==> src/sv/upd_pkg.sv <==
// shared types, character constants and hex helpers for the url percent decoder
// used by upd_front, upd_queue, upd_back and url_percent_decoder; no dependencies
package upd_pkg;

    // escape tracking, one-hot
    typedef enum logic [5:0] {
        PH_IDLE = 6'b000001,   // no escape open
        PH_C1   = 6'b000010,   // waiting for first digit
        PH_C2   = 6'b000100,   // waiting for second digit
        PH_MID  = 6'b001000,   // two-byte: separator character
        PH_D1   = 6'b010000,   // two-byte: first digit of second pair
        PH_D2   = 6'b100000    // two-byte: second digit of second pair
    } t_phase;

    // result status codes
    typedef enum logic [1:0] {
        ST_BYTE     = 2'd0,
        ST_NEED     = 2'd1,
        ST_BAD_HEX  = 2'd2,
        ST_NO_UTF8  = 2'd3
    } t_status;

    localparam logic [7:0] PCT_CHAR   = 8'h25;
    localparam logic [7:0] C_CHAR     = 8'h43;
    localparam logic [7:0] TWO_CHAR   = 8'h32;
    localparam logic [7:0] THREE_CHAR = 8'h33;
    localparam logic [7:0] FOLD_BITS  = 8'h40;

    // classified request handed from front to back
    typedef struct packed {
        logic       is_hex;   // hi/lo are hex digits to combine
        logic [7:0] hi;
        logic [7:0] lo;       // plain character when not hex
        logic       fold;     // or in the fold bits
        t_status    status;
        logic       last;
    } t_req;

    function automatic logic hex_ok(input logic [7:0] c);
        hex_ok = (c >= 8'h30 && c <= 8'h39) || (c >= 8'h41 && c <= 8'h46)
              || (c >= 8'h61 && c <= 8'h66);
    endfunction

    // value of a digit already known to be hex
    function automatic logic [3:0] hex_val(input logic [7:0] c);
        if (c[6]) begin
            hex_val = c[3:0] + 4'd9;
        end else begin
            hex_val = c[3:0];
        end
    endfunction

endpackage

==> src/sv/upd_front.sv <==
// front end: accepts characters, tracks escapes and classifies each result
// depends on upd_pkg
module upd_front (
    input  logic          i_clk,
    input  logic          i_rst_n,
    input  logic          i_lazy,
    input  logic          i_in_valid,
    input  logic [7:0]    i_in_char,
    input  logic          i_in_last,
    input  logic          i_full,
    output logic          o_push,
    output upd_pkg::t_req o_req
);

    upd_pkg::t_phase r_phase, n_phase;
    logic            r_skip, n_skip;
    logic [7:0]      r_h0, n_h0;
    logic [7:0]      r_h1, n_h1;
    logic [7:0]      r_h2, n_h2;

    logic            accept;
    logic            err;
    upd_pkg::t_status err_st;

    assign accept = i_in_valid && !i_full;

    always_comb begin
        n_phase     = r_phase;
        n_skip      = r_skip;
        n_h0        = r_h0;
        n_h1        = r_h1;
        n_h2        = r_h2;
        err         = 1'b0;
        err_st      = upd_pkg::ST_NEED;
        o_push      = 1'b0;
        o_req.is_hex = 1'b0;
        o_req.hi    = r_h0;
        o_req.lo    = i_in_char;
        o_req.fold  = 1'b0;
        o_req.status = upd_pkg::ST_BYTE;
        o_req.last  = i_in_last;

        if (accept) begin
            if (r_skip) begin
                if (i_in_last) begin
                    n_skip = 1'b0;
                end
            end else begin
                case (r_phase)
                    upd_pkg::PH_C1: begin
                        n_h0 = i_in_char;
                        if (i_in_last) begin
                            err = 1'b1;
                        end else begin
                            n_phase = upd_pkg::PH_C2;
                        end
                    end
                    upd_pkg::PH_C2: begin
                        n_h1 = i_in_char;
                        if (!i_lazy && r_h0 == upd_pkg::C_CHAR) begin
                            if (i_in_last) begin
                                err = 1'b1;
                            end else begin
                                n_phase = upd_pkg::PH_MID;
                            end
                        end else if (!(upd_pkg::hex_ok(r_h0) && upd_pkg::hex_ok(i_in_char))) begin
                            err    = 1'b1;
                            err_st = upd_pkg::ST_BAD_HEX;
                        end else begin
                            o_push       = 1'b1;
                            o_req.is_hex = 1'b1;
                            n_phase      = upd_pkg::PH_IDLE;
                        end
                    end
                    upd_pkg::PH_MID: begin
                        if (i_in_last) begin
                            err = 1'b1;
                        end else begin
                            n_phase = upd_pkg::PH_D1;
                        end
                    end
                    upd_pkg::PH_D1: begin
                        n_h2 = i_in_char;
                        if (i_in_last) begin
                            err = 1'b1;
                        end else begin
                            n_phase = upd_pkg::PH_D2;
                        end
                    end
                    upd_pkg::PH_D2: begin
                        o_req.hi = r_h2;
                        if (!(upd_pkg::hex_ok(r_h1) && upd_pkg::hex_ok(r_h2)
                              && upd_pkg::hex_ok(i_in_char))) begin
                            err    = 1'b1;
                            err_st = upd_pkg::ST_BAD_HEX;
                        end else if (r_h1 != upd_pkg::TWO_CHAR
                                     && r_h1 != upd_pkg::THREE_CHAR) begin
                            err    = 1'b1;
                            err_st = upd_pkg::ST_NO_UTF8;
                        end else begin
                            o_push       = 1'b1;
                            o_req.is_hex = 1'b1;
                            o_req.fold   = (r_h1 == upd_pkg::THREE_CHAR);
                            n_phase      = upd_pkg::PH_IDLE;
                        end
                    end
                    default: begin
                        n_phase = upd_pkg::PH_IDLE;
                        if (i_in_char == upd_pkg::PCT_CHAR) begin
                            if (i_in_last) begin
                                err = 1'b1;
                            end else begin
                                n_phase = upd_pkg::PH_C1;
                            end
                        end else begin
                            o_push = 1'b1;
                        end
                    end
                endcase

                // an error ends the string and swallows the rest of it
                if (err) begin
                    o_push       = 1'b1;
                    o_req.is_hex = 1'b0;
                    o_req.status = err_st;
                    o_req.last   = 1'b1;
                    n_phase      = upd_pkg::PH_IDLE;
                    n_skip       = !i_in_last;
                end
            end
        end
    end

    always_ff @(posedge i_clk) begin
        if (!i_rst_n) begin
            r_phase <= upd_pkg::PH_IDLE;
            r_skip  <= 1'b0;
        end else begin
            r_phase <= n_phase;
            r_skip  <= n_skip;
        end
    end

    always_ff @(posedge i_clk) begin
        r_h0 <= n_h0;
        r_h1 <= n_h1;
        r_h2 <= n_h2;
    end

endmodule

==> src/sv/upd_queue.sv <==
// short request queue between front and back
// depends on upd_pkg
module upd_queue #(
    parameter int DEPTH = 2
) (
    input  logic          i_clk,
    input  logic          i_rst_n,
    input  logic          i_push,
    input  upd_pkg::t_req i_req,
    input  logic          i_pop,
    output logic          o_valid,
    output logic          o_full,
    output upd_pkg::t_req o_req
);

    localparam int PW = (DEPTH > 1) ? $clog2(DEPTH) : 1;
    localparam int CW = $clog2(DEPTH + 1);
    localparam logic [PW-1:0] LAST_PTR = PW'(DEPTH - 1);
    localparam logic [CW-1:0] FULL_CNT = CW'(DEPTH);

    upd_pkg::t_req  r_mem [DEPTH];
    logic [PW-1:0]  r_wr, n_wr;
    logic [PW-1:0]  r_rd, n_rd;
    logic [CW-1:0]  r_cnt, n_cnt;

    assign o_valid = (r_cnt != '0);
    assign o_full  = (r_cnt == FULL_CNT);
    assign o_req   = r_mem[r_rd];

    always_comb begin
        n_wr  = r_wr;
        n_rd  = r_rd;
        n_cnt = r_cnt;
        if (i_push) begin
            n_wr = (r_wr == LAST_PTR) ? '0 : r_wr + 1'b1;
        end
        if (i_pop) begin
            n_rd = (r_rd == LAST_PTR) ? '0 : r_rd + 1'b1;
        end
        if (i_push && !i_pop) begin
            n_cnt = r_cnt + 1'b1;
        end else if (i_pop && !i_push) begin
            n_cnt = r_cnt - 1'b1;
        end
    end

    always_ff @(posedge i_clk) begin
        if (!i_rst_n) begin
            r_wr  <= '0;
            r_rd  <= '0;
            r_cnt <= '0;
        end else begin
            r_wr  <= n_wr;
            r_rd  <= n_rd;
            r_cnt <= n_cnt;
        end
    end

    always_ff @(posedge i_clk) begin
        if (i_push) begin
            r_mem[r_wr] <= i_req;
        end
    end

endmodule

==> src/sv/upd_back.sv <==
// back end: builds the decoded byte and holds the result register
// depends on upd_pkg
module upd_back (
    input  logic          i_clk,
    input  logic          i_rst_n,
    input  logic          i_q_valid,
    input  upd_pkg::t_req i_req,
    output logic          o_pop,
    input  logic          i_out_stall,
    output logic          o_out_valid,
    output logic [7:0]    o_out_byte,
    output logic [1:0]    o_status,
    output logic          o_out_last
);

    logic       r_valid;
    logic [7:0] r_byte, n_byte;
    logic [1:0] r_status;
    logic       r_last;

    assign o_pop = i_q_valid && (!r_valid || !i_out_stall);

    always_comb begin
        if (i_req.status != upd_pkg::ST_BYTE) begin
            n_byte = 8'h00;
        end else if (i_req.is_hex) begin
            n_byte = {upd_pkg::hex_val(i_req.hi), upd_pkg::hex_val(i_req.lo)};
            if (i_req.fold) begin
                n_byte = n_byte | upd_pkg::FOLD_BITS;
            end
        end else begin
            n_byte = i_req.lo;
        end
    end

    always_ff @(posedge i_clk) begin
        if (!i_rst_n) begin
            r_valid <= 1'b0;
        end else if (o_pop) begin
            r_valid <= 1'b1;
        end else if (!i_out_stall) begin
            r_valid <= 1'b0;
        end
    end

    always_ff @(posedge i_clk) begin
        if (o_pop) begin
            r_byte   <= n_byte;
            r_status <= i_req.status;
            r_last   <= i_req.last;
        end
    end

    assign o_out_valid = r_valid;
    assign o_out_byte  = r_byte;
    assign o_status    = r_status;
    assign o_out_last  = r_last;

endmodule

==> src/sv/url_percent_decoder.sv <==
// url percent decoder: one character in per cycle while the queue is not full; an accepted
// character is registered in the request queue and then in the one-deep result register
// in the back; a result register stall backs up the queue
// synchronous active-low reset clears escape state, skip flag, queue and lazy_mode (0)
// top level; depends on upd_pkg, upd_front, upd_queue, upd_back
module url_percent_decoder #(
    parameter int QUEUE_DEPTH = 2    // request queue entries, 2 to 8
) (
    input  logic        i_clk,
    input  logic        i_rst_n,
    // character input
    input  logic        i_in_valid,
    output logic        o_in_stall,
    input  logic [7:0]  i_in_char,
    input  logic        i_in_last,
    // decoded result
    output logic        o_out_valid,
    input  logic        i_out_stall,
    output logic [7:0]  o_out_byte,
    output logic [1:0]  o_status,
    output logic        o_out_last,
    // register port
    input  logic        psel,
    input  logic        penable,
    input  logic        pwrite,
    input  logic [2:0]  paddr,
    input  logic [31:0] pwdata,
    output logic [31:0] prdata,
    output logic        pready
);

    // register index as selected by the word address
    localparam logic REG_LAZY = 1'b0;

    logic          r_lazy;
    logic          q_full;
    logic          q_valid;
    logic          push;
    logic          pop;
    upd_pkg::t_req front_req;
    upd_pkg::t_req back_req;

    // lazy_mode register, written on the access phase
    assign pready = 1'b1;

    always_ff @(posedge i_clk) begin
        if (!i_rst_n) begin
            r_lazy <= 1'b0;
        end else if (psel && penable && pwrite && paddr[2] == REG_LAZY) begin
            r_lazy <= pwdata[0];
        end
    end

    assign prdata = (paddr[2] == REG_LAZY) ? {31'd0, r_lazy} : 32'd0;

    // input stalls only when the queue is full
    assign o_in_stall = q_full;

    // front: escape tracking and error classification, one character per cycle while the queue is not full
    upd_front u_front (
        .i_clk      (i_clk),
        .i_rst_n    (i_rst_n),
        .i_lazy     (r_lazy),
        .i_in_valid (i_in_valid),
        .i_in_char  (i_in_char),
        .i_in_last  (i_in_last),
        .i_full     (q_full),
        .o_push     (push),
        .o_req      (front_req)
    );

    // queue decouples the front from output back-pressure
    upd_queue #(
        .DEPTH (QUEUE_DEPTH)
    ) u_queue (
        .i_clk   (i_clk),
        .i_rst_n (i_rst_n),
        .i_push  (push),
        .i_req   (front_req),
        .i_pop   (pop),
        .o_valid (q_valid),
        .o_full  (q_full),
        .o_req   (back_req)
    );

    // back: hex combine, fold for the two-byte form, result register
    upd_back u_back (
        .i_clk       (i_clk),
        .i_rst_n     (i_rst_n),
        .i_q_valid   (q_valid),
        .i_req       (back_req),
        .o_pop       (pop),
        .i_out_stall (i_out_stall),
        .o_out_valid (o_out_valid),
        .o_out_byte  (o_out_byte),
        .o_status    (o_status),
        .o_out_last  (o_out_last)
    );

endmodule

==> config.mk <==
export PLATFORM = sky130hd
export DESIGN_NAME = url_percent_decoder
export DESIGN_NICKNAME = d
export VERILOG_FILES = /design/src/sv/upd_pkg.sv /design/src/sv/upd_front.sv /design/src/sv/upd_queue.sv /design/src/sv/upd_back.sv /design/src/sv/url_percent_decoder.sv
export SDC_FILE = /design/constraint.sdc
export NUM_CORES = 1
export LEC_CHECK = 0
export BUFFER_PORTS_ARGS = -buffer_cell sky130_fd_sc_hd__buf_2
export CORE_MARGIN = 5
export CORE_UTILIZATION = 53
export CTS_CLUSTER_SIZE = 25
export DETAILED_ROUTE_END_ITERATION = 10
export PLACE_DENSITY = 0.86
export SYNTH_ARGS = -nofsm -noshare
export SYNTH_HDL_FRONTEND = slang
export SYNTH_SLANG_ARGS = --single-unit
==> constraint.sdc <==
create_clock -name i_clk -period 2.9 [get_ports i_clk]
set_clock_uncertainty 0.05 [all_clocks]
set_input_delay 0.725 -clock i_clk [delete_from_list [all_inputs] [get_ports i_clk]]
set_output_delay 0.725 -clock i_clk [all_outputs]
set_load 0.005 [all_outputs]
# [Word-level counts from Yosys, hierarchy flattened]
# Memories as Yosys holds them, arrays and structs flattened. A register that Yosys moved wholly into a read port is not among the register bits.
# Index checks and enable logic that the tools add are counted.
[word_totals] reg_bits=48 latch_bits=0 ramBits=42 rom_bits=0 in_bits=51 output_inout_bits=46 wordCells=177 memories=1
[memory_table] memory="u_queue.r_mem" words=2 width=21 rd=1 rd_clocked_by_memory_dff=1 write_ports=1 line="upd_queue.sv:21" rtl="upd_pkg::t_req r_mem [DEPTH];"
[classes] addsub=6 mul=0 div_mod_pow=0 n_lt_le_gt_ge=24 eq_ne=19 n_shift=0 mux=64 bitwise=2 n_reduce_logical=48
[ops] op="greater-or-equal comparator 8 x 7 -> 1 bit, second input constant" count=8
[ops] op="less-or-equal comparator 8 x 7 -> 1 bit, second input constant" count=8
[ops] op="2-to-1 mux 6 bit" count=10
[ops] op="greater-or-equal comparator 8 x 6 -> 1 bit, second input constant" count=4
[ops] op="less-or-equal comparator 8 x 6 -> 1 bit, second input constant" count=4
[ops] op="2-to-1 mux 1 bit" count=32
[ops] op="case mux 6 bit (5 select lines)" count=1
[ops] op="logical AND 1 bit" count=24
[ops] op="2-to-1 mux 9 bit" count=2
[ops] op="equality test 8 x 6 -> 1 bit, second input constant" count=2
[ops] op="2-to-1 mux 4 bit" count=4
[ops] op="2-to-1 mux 8 bit" count=2
[ops] op="!= test 8 x 6 -> 1 bit, second input constant" count=2
[ops] op="2-to-1 mux 2 bit" count=7
[ops] op="logical OR 1 bit" count=9
[ops] op="!= test 3 x 2 -> 1 bit, second input constant" count=3
[ops] op="AND reduction 3 bit" count=3
[ops] op="AND reduction 9 bit" count=1
[ops] op="adder 4 bit, second input constant" count=2
[ops] op="equality test 8 x 7 -> 1 bit, second input constant" count=1
[ops] op="zero test 1 bit" count=7
[ops] op="2-to-1 mux 7 bit" count=1
[ops] op="equality test 6 x 2 -> 1 bit, second input constant" count=1
[ops] op="equality test 6 x 3 -> 1 bit, second input constant" count=1
[ops] op="19 further kinds" count=24

# [Logic depth before layout (Yosys ltp)]
[logic_depth] ltp_word=17 ltp_mapped=10 mapped_depth_nobuf=9

# [Modules after synthesis]
# Synthesis repeated with hierarchy kept, for this count alone.
[unflattened] hier_cells=347 hier_area_um2=4345.4
[modules_own_cells] mod="upd_queue" n_inst=1 cells_per_inst=87 area_each_um2=1729.2 seq_area_each_um2=1361.3
[modules_own_cells] mod="upd_front" n_inst=1 cells_per_inst=169 area_each_um2=1707.9 seq_area_each_um2=860.8
[modules_own_cells] mod="upd_back" n_inst=1 cells_per_inst=51 area_each_um2=593.1 seq_area_each_um2=350.3
[modules_own_cells] mod="url_percent_decoder" n_inst=1 cells_per_inst=40 area_each_um2=315.3 seq_area_each_um2=20.0

# [Worst setup path before layout]
# Ideal clock, no wire load.
[synth_path] path_type="input to register" from="input i_in_char[5]" to="register u_queue.r_cnt[1]" setup_ns=0.071 arrival_time_ns=2.327 required_ns=2.779 path_slack_ns=0.453 cell_stages=8 n_path_buf=0 path_cell_list="nor2b_1 -> nand4_1 -> nand4b_1 -> a21o_1 -> and2_1 -> ha_1 -> or3_1 -> a21oi_1"
[synth_via] elab_chain_cells=16 word_cells_on_any_way=34 cone_classes="order compare (6); eq/ne (1); mux (16); reduce/logical (11)"
[synth_lines] item="from (decl)" line="url_percent_decoder.sv:14" rtl="input logic [7:0] i_in_char,"
[synth_lines] item="greater-or-equal comparator 8 x 6 -> 1 bit (tied with other cells)" line="upd_pkg.sv:40" rtl="hex_ok = (c >= 8'h30 && c <= 8'h39) || (c >= 8'h41 && c <= 8'h46)"
[synth_lines] item="logical AND 1 bit" line="upd_pkg.sv:40"
[synth_lines] item="logical OR 1 bit" line="upd_pkg.sv:40"
[synth_lines] item="logical OR 1 bit" line="upd_pkg.sv:41" rtl="|| (c >= 8'h61 && c <= 8'h66);"
[synth_lines] item="logical AND 1 bit" line="upd_front.sv:66" rtl="end else if (!(upd_pkg::hex_ok(r_h0) && upd_pkg::hex_ok(i_in_char))) begin"
[synth_lines] item="2-to-1 mux 1 bit" line="upd_front.sv:66"
[synth_lines] item="2-to-1 mux 1 bit" line="upd_front.sv:60" rtl="if (!i_lazy && r_h0 == upd_pkg::C_CHAR) begin"
[synth_lines] item="case mux 1 bit (3 select lines)" line="upd_front.sv:49" rtl="case (r_phase)"
[synth_lines] item="2-to-1 mux 1 bit" line="upd_front.sv:44" rtl="if (r_skip) begin"
[synth_lines] item="2-to-1 mux 1 bit" line="upd_front.sv:43" rtl="if (accept) begin"
[synth_lines] item="2-to-1 mux 1 bit (*)" line="upd_front.sv:122" rtl="if (err) begin"
[synth_lines] item="2-to-1 mux 1 bit (*)" line="upd_front.sv:44"
[synth_lines] item="2-to-1 mux 1 bit (*)" line="upd_front.sv:43"
[synth_lines] item="via push" line="url_percent_decoder.sv:38" rtl="logic push;"
[synth_lines] item="zero test 1 bit" line="upd_queue.sv:42" rtl="end else if (i_pop && !i_push) begin"
[synth_lines] item="logical AND 1 bit" line="upd_queue.sv:42"
[synth_lines] item="nonzero test 2 bit (no source line)"
[synth_lines] item="to (signal assigned)" line="upd_queue.sv:55" rtl="r_cnt <= n_cnt;"
[synth_lines] item="to (decl)" line="upd_queue.sv:24" rtl="logic [CW-1:0] r_cnt, n_cnt;"
# Mark *: on every way through the listed nets, which the timed path passes. The rest lies on a longest branch. The select of a mux whose other input is x is not followed.
# A chain may end at the register's enable or synchronous reset.

# [Worst setup path after layout]
[layout_path] from="register u_front.r_h0[3]" to="register u_queue.r_cnt[1]"
[layout_via] elab_chain_cells=16 word_cells_on_any_way=30 cone_classes="order compare (6); eq/ne (1); mux (12); reduce/logical (11)"
[layout_lines] item="from (decl)" line="upd_front.sv:17" rtl="logic [7:0] r_h0, n_h0;"
[layout_lines] item="from (signal assigned)" line="upd_front.sv:145" rtl="r_h0 <= n_h0;"
[layout_lines] item="greater-or-equal comparator 8 x 6 -> 1 bit (tied with other cells)" line="upd_pkg.sv:40"
[layout_lines] item="logical AND 1 bit" line="upd_pkg.sv:40"
[layout_lines] item="logical OR 1 bit" line="upd_pkg.sv:40"
[layout_lines] item="logical OR 1 bit" line="upd_pkg.sv:41"
[layout_lines] item="logical AND 1 bit" line="upd_front.sv:66"
[layout_lines] item="2-to-1 mux 1 bit" line="upd_front.sv:66"
[layout_lines] item="2-to-1 mux 1 bit" line="upd_front.sv:60"
[layout_lines] item="case mux 1 bit (3 select lines)" line="upd_front.sv:49"
[layout_lines] item="2-to-1 mux 1 bit" line="upd_front.sv:44"
[layout_lines] item="2-to-1 mux 1 bit" line="upd_front.sv:43"
[layout_lines] item="2-to-1 mux 1 bit (*)" line="upd_front.sv:122"
[layout_lines] item="2-to-1 mux 1 bit (*)" line="upd_front.sv:44"
[layout_lines] item="2-to-1 mux 1 bit (*)" line="upd_front.sv:43"
[layout_lines] item="via push" line="url_percent_decoder.sv:38"
[layout_lines] item="zero test 1 bit" line="upd_queue.sv:42"
[layout_lines] item="logical AND 1 bit" line="upd_queue.sv:42"
[layout_lines] item="nonzero test 2 bit (no source line)"
# Marks and branches as above.

==> metrics <==
routing usage on met1=0.198; Max-Cap Viols=0; Initial DRT Pass Iterations=4; worst-margin pin slew=0.826 ns; CP Max Fanout=4; final setup violation count=0; power density cells=712 mW/mm^2; relative slew slack=0.449; clock sinks=85; Max VDD drop=279 uV; Req. time, crit path=3.14 ns; status=finished, final reports clean; Post-Syn Area=0.00403 sq mm; Remaining DRCs=0; DR iter-0 viols=138; hold_buf cts=0; global routing's busiest layer=met2; layout cells sized above 1=0.200; RSZ-0062 raised after global routing=no; Initial Util=0.550; Yosys top cell area share=0.529; Boundary Pins=97; clock root buffer=clkbuf_8; Synth Register Bits=85; Critical Path AT=2.79 ns; clk buf depth=2; yosys warns=0; Rows=31; Critical Path Source=u_front.r_h0[3]; startpoint types=flop; # fillers=589; first-pass GRT wire length=12.0 mm; number of flops mapped to enable cells by yosys=71; setup tns final=0 ns; final hold vios=0; Setup CP Type=reg -> reg; met2 Use GR=0.266; register area share after synthesis=0.599; largest area contributor in the netlist=edfxtp_1; GR Layer Usage met3=0.0388; vias in the first global route=2509; count of cell types in the netlist=58; Antenna Violating Nets Remaining=0; Final #Nets=414; routability congestion estimate=0.842; Static Leak=1.66 nW; CTS H-Tree Depth=3; post-DP HPWL=5.37 mm; period utilization=0.882; number of post-CTS setup repair buffers=0; Worst Hold Launch=u_back.o_out_valid; final max-slew violation count=0; syn_area_per_cell=12.6 sq um; most area-consuming cells after synthesis=edfxtp_1, dfxtp_1, buf_4, nor2_1, mux2_2; die area=0.00944 sq mm; Die X=97.2 um; post-DR vias/cell=5.46; post_cts resized=0; worst hold-check path type=reg -> reg; Worst-path clk slew=0.08 ns; Post-Syn Instances=320; TritonCTS clock tree=done; Final min period=2.56 ns; Core Area=0.00733 sq mm; Finished Cell Area=0.00442 sq mm; Routed WL per cell=15.7 um; CTS buffer count=9; RR Startpoint=u_front.r_h0[3]; routed vias=2534; antenna violations before repair=0; final WL=7.30 mm; pin count of the biggest net entering global routing=19; dominant synthesized flop cell=edfxtp_1; die height=97.2 um; Area growth syn-to-layout=9.66%; post-synthesis async set-or-reset flop share=0; IO Port Bufs=31; CP endpoint kind=flop; Antenna Cells=0; Max Clk Rate=0.391 GHz; GRT Util Overall=0.162; grt ovf=0; placed cell area=0.00420 sq mm; Clk Latency, worst-skew pair=0.35 ns
-- synth_stat cells (all sizes together) (2+ instances only) --
master and n:
edfxtp 71, buf 38, nor2 34, dfxtp 14, mux2 12, nand2 12, a21oi 11, mux2i 11
inv 9, o21ai 9, nand3 7, nor2b 7, xnor2 7, nor3 6, and3 5, xor2 5
a211oi 4, a21o 3, and2 3, ha 3, nand2b 3, nand3b 3, nand4 3, a22oi 2
a32oi 2, and3b 2, and4 2, and4b 2, clkbuf 2, conb 2, nand4b 2, nor4 2
nor4b 2, o311a 2, or2 2, or3 2
-- registers in the layout, indices dropped and copies added (netlist names), 2 cells and up, named ones only --
name	count
u_queue.r_mem	36
u_queue.r_cnt	2
u_front.r_h1	8
u_front.r_h2	8
u_front.r_phase	6
u_back.o_status	2
u_front.r_h0	8
u_back.o_out_byte	8
-- final cells by class --
type	instances	area [sq um]	area share
Inverter	9	33.8	0.00765
Timing Repair Buffer	39	215	0.0487
Clock buffer	10	128	0.0289
Sequential cell	85	2410	0.546
Clock inverter	6	87.6	0.0198
Multi-Input combinational cell	216	1420	0.321
Tap cell	99	124	0.0280
-- worst max-delay path, stage by stage (launching register included) --
cell and delay [ns]:
edfxtp_1 0.42, nor4b_1 0.41, and4b_1 0.32, a21oi_2 0.08, a21o_1 0.20, and2_1 0.17, ha_1 0.32, or3_1 0.37
a21oi_1 0.15
-- worst paths after layout --
kind	end	slack, ns	depth (start not counted)
setup / recovery	u_queue.r_cnt[1]	0.34	8
setup reg to reg	u_queue.r_cnt[1]	0.34	8
hold / removal	u_back.o_out_valid	0.44	2
hold reg to reg	u_back.o_out_valid	0.44	2
-- report_power, final --
group | switching [mW] | total [mW] | internal, mW
Clock | 0.419 | 0.903 | 0.484
Sequential | 0.0655 | 1.60 | 1.54
Combinational | 0.366 | 0.636 | 0.271
-- layout by cell type, fill, tap and decap left out, drive strengths merged, types with 3 or more instances in the layout --
master,instances
nor2b,7
mux2i,11
o21ai,9
and3,5
a21oi,11
buf,39
inv,9
a21o,3
nand2,12
conb,32
nand4,3
nand3b,3
dfxtp,14
and2,3
nand3,7
ha,3
xnor2,7
a211oi,4
mux2,12
nor3,6
clkbuf,10
edfxtp,71
nand2b,3
nor2,34
xor2,5
-- through the flow --
step           hold WS, ns   util  total power, mW  instances  setup WS, ns
2_1_floorplan        0.412      -             2.08        350         0.453
3_3_place_gp         0.416  0.573             2.24        448         0.154
3_5_place_dp         0.431  0.573             2.27        448        0.0886
4_1_cts              0.445  0.603             3.17        464         0.359
5_1_grt              0.482  0.603             3.30        464         0.177
6_report             0.437  0.603             3.14        464         0.342
-- layer usage --
metal,vias up,wire length [um]
li1,1197,-
met1,1212,2980
met2,109,3570
met3,16,601
met4,0,153
met5,-,0
-- kinds of logic after synthesis --
logic type      after synthesis  synth area share
compound gates               44            0.0804
xor+xnor                     12            0.0261
fa+ha+maj                     3           0.00932
buf+inv                      49            0.0773
flops                        85             0.599
mux                          23            0.0609
other cells                   2           0.00186
simple gates                102             0.145
(Power assumes the default switching activity.)
